File: config.mk
export PLATFORM = sky130hd
export DESIGN_NAME = euler_totient_trial_division_flat
export DESIGN_NICKNAME = d
export VERILOG_FILES = /design/src/rtl/core/eutot_pkg.sv /design/src/rtl/core/eutot_if.sv /design/src/rtl/core/euler_totient_trial_division.sv /design/src/flat_wrapper.sv
export SDC_FILE = /design/constraint.sdc
export NUM_CORES = 1
export LEC_CHECK = 0
export ABC_AREA = 0
export BUFFER_PORTS_ARGS = -buffer_cell sky130_fd_sc_hd__buf_2
export CELL_PAD_IN_SITES_DETAIL_PLACEMENT = 1
export CELL_PAD_IN_SITES_GLOBAL_PLACEMENT = 2
export CORE_UTILIZATION = 44
export DETAILED_ROUTE_END_ITERATION = 7
export MAX_ROUTING_LAYER = met4
export PLACE_DENSITY_LB_ADDON = 0.1
export SLEW_MARGIN = 10
export SYNTH_ARGS = -nofsm -noshare
export SYNTH_HDL_FRONTEND = slang
export SYNTH_SLANG_ARGS = --single-unit
File: constraint.sdc
create_clock -name clock -period 10.6 [get_ports clock]
set_clock_uncertainty 0.15 [all_clocks]
set_input_delay 1.06 -clock clock [delete_from_list [all_inputs] [get_ports clock]]
set_output_delay 1.06 -clock clock [all_outputs]
set_load 0.01 [all_outputs]
File: src/rtl/core/eutot_pkg.sv
// Shared constants for the trial-division totient block.
package eutot_pkg;

   // Default width of value and totient words
   localparam int unsigned VALUE_WIDTH_DEFAULT = 32;

   // First trial divisor
   localparam int unsigned FIRST_DIVISOR = 2;

endpackage

File: src/rtl/core/eutot_if.sv
// Request channel: one value word per handshake.
interface eutot_req_if #(
   parameter int unsigned WIDTH = eutot_pkg::VALUE_WIDTH_DEFAULT
);
   logic             valid;
   logic             ready;
   logic [WIDTH-1:0] value;

   modport source (output valid, output value, input ready);
   modport sink   (input valid, input value, output ready);
endinterface

// Response channel: totient and error flag per word.
interface eutot_rsp_if #(
   parameter int unsigned WIDTH = eutot_pkg::VALUE_WIDTH_DEFAULT
);
   logic             valid;
   logic             ready;
   logic [WIDTH-1:0] totient;
   logic             bad_input;

   modport source (output valid, output totient, output bad_input, input ready);
   modport sink   (input valid, input totient, input bad_input, output ready);
endinterface

File: src/rtl/core/euler_totient_trial_division.sv
// Euler totient by trial division.
// req_ch (sink): one unsigned value word per handshake (valid && ready).
// rsp_ch (source): one word back per request, totient plus bad_input.
// A zero value returns totient 0 with bad_input set, offered the cycle after accept.
// The block takes one request at a time: req_ch.ready is high only while idle,
// so the next word is taken no earlier than the cycle after the response goes.
// Every trial divisor costs one restoring division plus one evaluate step;
// each prime factor found adds one more division and a shift-add multiply.
// Divisors are tried from 2 upward until one's square exceeds the unfactored
// part. Both the division and the multiply run on one shared add/subtract unit.
// The response word is held in output registers until rsp_ch.ready; a stalled
// receiver simply keeps the block in its done state, nothing is lost.
// Synchronous active-high reset returns the sequencer to idle; any word in
// flight is dropped and no response is shown.
module euler_totient_trial_division #(
   parameter int unsigned VALUE_WIDTH = eutot_pkg::VALUE_WIDTH_DEFAULT
) (
   input  logic         clock,
   input  logic         reset,
   eutot_req_if.sink    req_ch,
   eutot_rsp_if.source  rsp_ch
);

   localparam int unsigned W     = VALUE_WIDTH;
   localparam int unsigned CNT_W = $clog2(W);

   typedef enum logic [4:0] {
      ST_IDLE = 5'b00001,
      ST_DIV  = 5'b00010,
      ST_EVAL = 5'b00100,
      ST_MUL  = 5'b01000,
      ST_DONE = 5'b10000
   } state_type;

   state_type        state_ff,   state_in;
   logic [W-1:0]     rest_ff,    rest_in;     // unfactored part
   logic [W-1:0]     acc_ff,     acc_in;      // running totient
   logic [W-1:0]     div_ff,     div_in;      // trial divisor
   logic [W-1:0]     rem_ff,     rem_in;      // remainder / product
   logic [W-1:0]     quo_ff,     quo_in;      // quotient / multiplicand
   logic [W-1:0]     mlt_ff,     mlt_in;      // multiplier, shifts right
   logic [CNT_W-1:0] cnt_ff,     cnt_in;
   logic             extract_ff, extract_in;  // current divisor already hit
   logic             last_ff,    last_in;     // multiply is the final one
   logic [W-1:0]     tot_ff,     tot_in;
   logic             bad_ff,     bad_in;

   // Shared add/subtract unit
   logic [W:0]       op_a;
   logic [W-1:0]     op_b;
   logic             op_sub;
   logic [W+1:0]     sum;
   logic             sum_neg;
   logic             cnt_last;

   assign sum      = {1'b0, op_a} + (op_sub ? ~{2'b00, op_b} : {2'b00, op_b})
                     + {{(W+1){1'b0}}, op_sub};
   assign sum_neg  = sum[W+1];
   assign cnt_last = (cnt_ff == CNT_W'(W - 1));

   // Operand select for the shared unit
   always_comb begin
      if (state_ff == ST_MUL) begin
         op_a   = {1'b0, rem_ff};
         op_b   = quo_ff;
         op_sub = 1'b0;
      end else begin
         op_a   = {rem_ff, quo_ff[W-1]};
         op_b   = div_ff;
         op_sub = 1'b1;
      end
   end

   // Sequencer
   always_comb begin
      logic [W-1:0] prod;
      state_in   = state_ff;
      rest_in    = rest_ff;
      acc_in     = acc_ff;
      div_in     = div_ff;
      rem_in     = rem_ff;
      quo_in     = quo_ff;
      mlt_in     = mlt_ff;
      cnt_in     = cnt_ff;
      extract_in = extract_ff;
      last_in    = last_ff;
      tot_in     = tot_ff;
      bad_in     = bad_ff;
      prod       = mlt_ff[0] ? sum[W-1:0] : rem_ff;

      unique case (state_ff)
         ST_IDLE: begin
            if (req_ch.valid) begin
               if (req_ch.value == '0) begin
                  tot_in   = '0;
                  bad_in   = 1'b1;
                  state_in = ST_DONE;
               end else begin
                  bad_in     = 1'b0;
                  rest_in    = req_ch.value;
                  acc_in     = W'(1);
                  div_in     = W'(eutot_pkg::FIRST_DIVISOR);
                  extract_in = 1'b0;
                  rem_in     = '0;
                  quo_in     = req_ch.value;
                  cnt_in     = '0;
                  state_in   = ST_DIV;
               end
            end
         end

         // Restoring division rest / div, one quotient bit per cycle
         ST_DIV: begin
            rem_in = sum_neg ? op_a[W-1:0] : sum[W-1:0];
            quo_in = {quo_ff[W-2:0], ~sum_neg};
            cnt_in = cnt_ff + CNT_W'(1);
            if (cnt_last) begin
               state_in = ST_EVAL;
            end
         end

         // Decide on quotient quo_ff and remainder rem_ff
         ST_EVAL: begin
            rem_in = '0;
            cnt_in = '0;
            priority if (extract_ff && rem_ff == '0) begin
               // another factor of the same prime: acc *= div
               rest_in  = quo_ff;
               quo_in   = acc_ff;
               mlt_in   = div_ff;
               last_in  = 1'b0;
               state_in = ST_MUL;
            end else if (extract_ff) begin
               extract_in = 1'b0;
               div_in     = div_ff + W'(1);
               quo_in     = rest_ff;
               state_in   = ST_DIV;
            end else if (div_ff > quo_ff) begin
               // divisor squared exceeds rest: leftover is prime or one
               if (rest_ff > W'(1)) begin
                  quo_in   = acc_ff;
                  mlt_in   = rest_ff - W'(1);
                  last_in  = 1'b1;
                  state_in = ST_MUL;
               end else begin
                  tot_in   = acc_ff;
                  state_in = ST_DONE;
               end
            end else if (rem_ff != '0) begin
               div_in   = div_ff + W'(1);
               quo_in   = rest_ff;
               state_in = ST_DIV;
            end else begin
               // first factor of a new prime: acc *= div - 1
               rest_in    = quo_ff;
               extract_in = 1'b1;
               quo_in     = acc_ff;
               mlt_in     = div_ff - W'(1);
               last_in    = 1'b0;
               state_in   = ST_MUL;
            end
         end

         // Shift-add multiply acc * mlt, modulo 2^W
         ST_MUL: begin
            rem_in = prod;
            quo_in = {quo_ff[W-2:0], 1'b0};
            mlt_in = {1'b0, mlt_ff[W-1:1]};
            cnt_in = cnt_ff + CNT_W'(1);
            if (cnt_last) begin
               acc_in = prod;
               if (last_ff) begin
                  tot_in   = prod;
                  state_in = ST_DONE;
               end else begin
                  rem_in   = '0;
                  quo_in   = rest_ff;
                  cnt_in   = '0;
                  state_in = ST_DIV;
               end
            end
         end

         ST_DONE: begin
            if (rsp_ch.ready) begin
               state_in = ST_IDLE;
            end
         end

         default: begin
            state_in = ST_IDLE;
         end
      endcase
   end

   // Control state
   always_ff @(posedge clock) begin
      if (reset) begin
         state_ff <= ST_IDLE;
      end else begin
         state_ff <= state_in;
      end
   end

   // Datapath registers
   always_ff @(posedge clock) begin
      rest_ff    <= rest_in;
      acc_ff     <= acc_in;
      div_ff     <= div_in;
      rem_ff     <= rem_in;
      quo_ff     <= quo_in;
      mlt_ff     <= mlt_in;
      cnt_ff     <= cnt_in;
      extract_ff <= extract_in;
      last_ff    <= last_in;
      tot_ff     <= tot_in;
      bad_ff     <= bad_in;
   end

   // Channel outputs
   assign req_ch.ready     = (state_ff == ST_IDLE);
   assign rsp_ch.valid     = (state_ff == ST_DONE);
   assign rsp_ch.totient   = tot_ff;
   assign rsp_ch.bad_input = bad_ff;

endmodule

File: src/flat_wrapper.sv
// flat-port wrapper written by rule: the top's interface ports become plain ports
module euler_totient_trial_division_flat 
#(
   parameter int unsigned VALUE_WIDTH = eutot_pkg::VALUE_WIDTH_DEFAULT
)
  (clock, reset, req_ch_valid, req_ch_value, req_ch_ready, rsp_ch_valid, rsp_ch_totient, rsp_ch_bad_input, rsp_ch_ready);
  eutot_req_if #(.WIDTH((eutot_pkg::VALUE_WIDTH_DEFAULT))) req_ch_i ();
  eutot_rsp_if #(.WIDTH((eutot_pkg::VALUE_WIDTH_DEFAULT))) rsp_ch_i ();
  input  logic clock;
  input  logic reset;
  input wire logic [$bits(req_ch_i.valid)-1:0] req_ch_valid;
  input wire logic [$bits(req_ch_i.value)-1:0] req_ch_value;
  output wire logic [$bits(req_ch_i.ready)-1:0] req_ch_ready;
  output wire logic [$bits(rsp_ch_i.valid)-1:0] rsp_ch_valid;
  output wire logic [$bits(rsp_ch_i.totient)-1:0] rsp_ch_totient;
  output wire logic [$bits(rsp_ch_i.bad_input)-1:0] rsp_ch_bad_input;
  input wire logic [$bits(rsp_ch_i.ready)-1:0] rsp_ch_ready;
  assign req_ch_i.valid = req_ch_valid;
  assign req_ch_i.value = req_ch_value;
  assign req_ch_ready = req_ch_i.ready;
  assign rsp_ch_valid = rsp_ch_i.valid;
  assign rsp_ch_totient = rsp_ch_i.totient;
  assign rsp_ch_bad_input = rsp_ch_i.bad_input;
  assign rsp_ch_i.ready = rsp_ch_ready;
  euler_totient_trial_division #(.VALUE_WIDTH(VALUE_WIDTH)) u_core (.clock(clock), .reset(reset), .req_ch(req_ch_i), .rsp_ch(rsp_ch_i));
endmodule
==> impl_metrics.tcl <==
set metrics [dict create \
    outcome "complete, no violations" \
    syn_area_um2 16500 \
    critPathMaxFanout 67 \
    timing.rr.end "u_core.rsp_ch.totient[26]" \
    drcViolationCount 0 \
    grt_pass1_wl_um 88200 \
    synth_top_area_cell "edfxtp_1" \
    cts_buffer_depth 3 \
    drive_above_1_share 0.107 \
    clkSinkCount 237 \
    ys_types 93 \
    fp.dieW_um 196 \
    core_area_um2 36800 \
    routed_via_density 6.31 \
    crit_top_cell "nor2_1" \
    p_int_mw 3.57 \
    cts_hold_buf 0 \
    die_h_um 196 \
    port_buffers 70 \
    cts_resized 0 \
    p_per_area_nw_per_um2 381 \
    startpoint "u_core.state_ff[4]" \
    area.growth.synth_to_final_pct 9.44 \
    power_switching_mw 3.32 \
    crit_required_ps 10780 \
    crit_family "compound AO/OA/AOI/OAI gates" \
    arrival_ps 6160 \
    drtIter0Drc 976 \
    fin_crit_sh 0.565 \
    critical_path_class "reg -> reg" \
    place.gp.congestion 0.939 \
    fmax_ghz 0.167 \
    dp.cells 2201 \
    finalHoldViolCount 0 \
    synth_common_cells "nand2_1 (235), edfxtp_1 (232), nor2_1 (156)" \
    cts_tree "built" \
    dp_hpwl_um 42000 \
    antenna_found_initial 0 \
    seq_area_frac_synth 0.427 \
    hold_ws_ps 369 \
    ys_seq_elements 237 \
    track_usage 0.310 \
    reg2reg_from "u_core.state_ff[4]" \
    setup_violations 0 \
    clk_transition_reported_paths_ps 60 \
    synth.top_cells.by_area "edfxtp_1 (42%), mux2i_1 (5.8%), nand2_1 (5.3%), ha_1 (5.2%), o21ai_0 (3.8%)" \
    cp-end-kind "flop" \
    postSynthCellCount 1751 \
    antennaDiodeCount 0 \
    final_cells 2251 \
    htreeDepth 1 \
    synthFlopType "edfxtp_1" \
    p_leak_nw 7.06 \
    period_needed_ps 5990 \
    grt_max_degree 82 \
    drt-wirelength-per-cell_um 25.8 \
    yosysMostFrequentCell "nand2_1" \
    start_kind "flop" \
    initial_utilization 0.450 \
    rrSetupSlack_ps 4610 \
    grt_pass1_vias 14200 \
    num_io_pins 71 \
    ff2ff_path_depth 16 \
    hp-class "reg -> reg" \
    p_comb_frac 0.539 \
    cp.depth 16 \
    yosysTopAreaCellShare 0.421 \
    tns_ps 0 \
    slew_headroom 0.270 \
    peakVddDrop_uv 183 \
    cap_violations 0 \
    synth_edf_count 232 \
    ant_nets 0 \
    dieArea_um2 38400 \
    num_rows 70 \
    final_util 0.492 \
    p_sw_frac 0.482 \
    ys_warn_count 0 \
    clock-root-buffer "clkbuf_16" \
    overflow 0 \
    wl_um 58100 \
    pwr-share-clk 0.139 \
    synthesis.nets 1857 \
    routed-via-count 14200 \
    max_stage_delay_ps 770 \
    synth_area_per_cell_um2 9.45 \
    post-cts-setup-buffers 0 \
    worst_pin_slew_ps 1090 \
    path_buf_inv 2 \
    drv_slew 0 \
    critPathSlowestCell "a2111oi_2" \
    worstSkewPairLatency_ps 580 \
    cp-endpoint "u_core.rsp_ch.totient[26]" \
    rsz0062_at_grt "no" \
    nNetsFinal 1869 \
    path_cells "nor3_1 -> nand2_4 -> buf_4 -> nand2_1 -> a21boi_0 -> inv_1 -> fa_1 -> and2b_1 -> o2111ai_1 -> a2111oi_2 -> nor2_1 -> o21ai_2 -> mux2i_1 -> a41oi_1 -> nor2_1 -> a21o_1" \
    cts_buffers 28 \
    power_frac_seq 0.322 \
    dr.pass1.iters 8 \
    async_flop_share 0 \
]
==> placed cells by master (no fill, tap or decap), types with 7 or more instances in the layout <==
master	instances
a211oi_1	18
a21boi_0	7
a21o_1	42
a21oi_1	99
a222oi_1	33
a31oi_1	7
and2_1	12
and3_1	13
and4_1	7
buf_2	70
buf_4	25
clkbuf_16	29
clkinv_1	7
clkinv_2	8
edfxtp_1	232
ha_1	69
inv_1	55
mux2i_1	96
nand2_1	234
nand2b_1	8
nand3_1	41
nand4_1	21
nor2_1	152
nor2b_1	8
nor3_1	42
nor4_1	25
o211ai_1	18
o21ai_0	126
o21ai_1	17
o21bai_1	9
o22ai_1	16
or3_1	12
xnor2_1	39
xor2_1	51
==> stage by stage <==
stage	total power [mW]	cell area [um2]	worst slack (ps)
after detailed placement	5.90	17200	4760
after global placement	5.82	17200	4900
after CTS	6.89	18100	4740
after global routing	7.32	18100	4220
after floorplan	4.69	16500	5700
final	6.89	18100	4610
==> sequential cells by signal, indices dropped and copies added, names as in the netlist <==
name	flops
u_core.quo_ff	32
u_core.state_ff	5
u_core.last_ff	1
u_core.rest_ff	32
u_core.rem_ff	32
u_core.rsp_ch.bad_input	1
u_core.cnt_ff	5
u_core.acc_ff	32
u_core.div_ff	32
u_core.rsp_ch.totient	32
u_core.extract_ff	1
u_core.mlt_ff	32
==> worst min-delay path: stages, from the launching register on <==
cell and delay (ps):
edfxtp_1 320, nand2_1 50, nand2_1 50
==> logic make-up (layout without fill, tap and decap cells) <==
group / after synthesis / count (layout) / synth area share
adder cells (fa/ha/maj): 70 / 70 / 0.0534
flip-flops: 237 / 237 / 0.427
XOR/XNOR: 90 / 90 / 0.0477
buffers and inverters: 169 / 201 / 0.0432
AO/OA/AOI/OAI: 459 / 459 / 0.184
multiplexers: 100 / 100 / 0.0608
AND/OR/NAND/NOR: 626 / 626 / 0.183
==> layout make-up <==
cell class | count | area (um2)
Clock buffer | 33 | 741
Clock inverter | 17 | 126
Fill cell | 4174 | 18700
Inverter | 56 | 210
Multi-Input combinational cell | 1345 | 8830
Sequential cell | 237 | 7070
Tap cell | 468 | 586
Timing Repair Buffer | 95 | 538
==> routing by layer <==
metal,vias up,share of wire,GRT usage
li1,6556,-,-
met1,7140,0.45,0.408
met2,415,0.46,0.486
met3,104,0.048,0.0340
met4,0,0.043,0.132
met5,-,0,-
==> worst min-delay path by stage <==
| stage | from | to | slack (ps) | cells after the start |
|---|---|---|---|---|
| 2_1_floorplan | u_core.mlt_ff[11] | u_core.mlt_ff[10] | 330 | 2 |
| 3_3_place_gp | u_core.mlt_ff[11] | u_core.mlt_ff[10] | 340 | 2 |
| 3_5_place_dp | u_core.mlt_ff[11] | u_core.mlt_ff[10] | 360 | 2 |
| 4_1_cts | u_core.mlt_ff[11] | u_core.mlt_ff[10] | 370 | 2 |
| 5_1_grt | u_core.mlt_ff[19] | u_core.mlt_ff[18] | 410 | 1 |
| 6_report | u_core.mlt_ff[11] | u_core.mlt_ff[10] | 370 | 2 |
==> power by group through the flow <==
| stage | Sequential [mW] | Combinational (mW) | Clock (mW) |
|---|---|---|---|
| detailed placement | 2.23 | 3.67 | 0 |
| CTS | 2.22 | 3.70 | 0.976 |
| finish | 2.22 | 3.72 | 0.956 |
| global placement | 2.22 | 3.60 | 0 |
| floorplan | 1.96 | 2.73 | 0 |
| global route | 2.27 | 4.06 | 1.00 |
(Power assumes the default switching activity.)
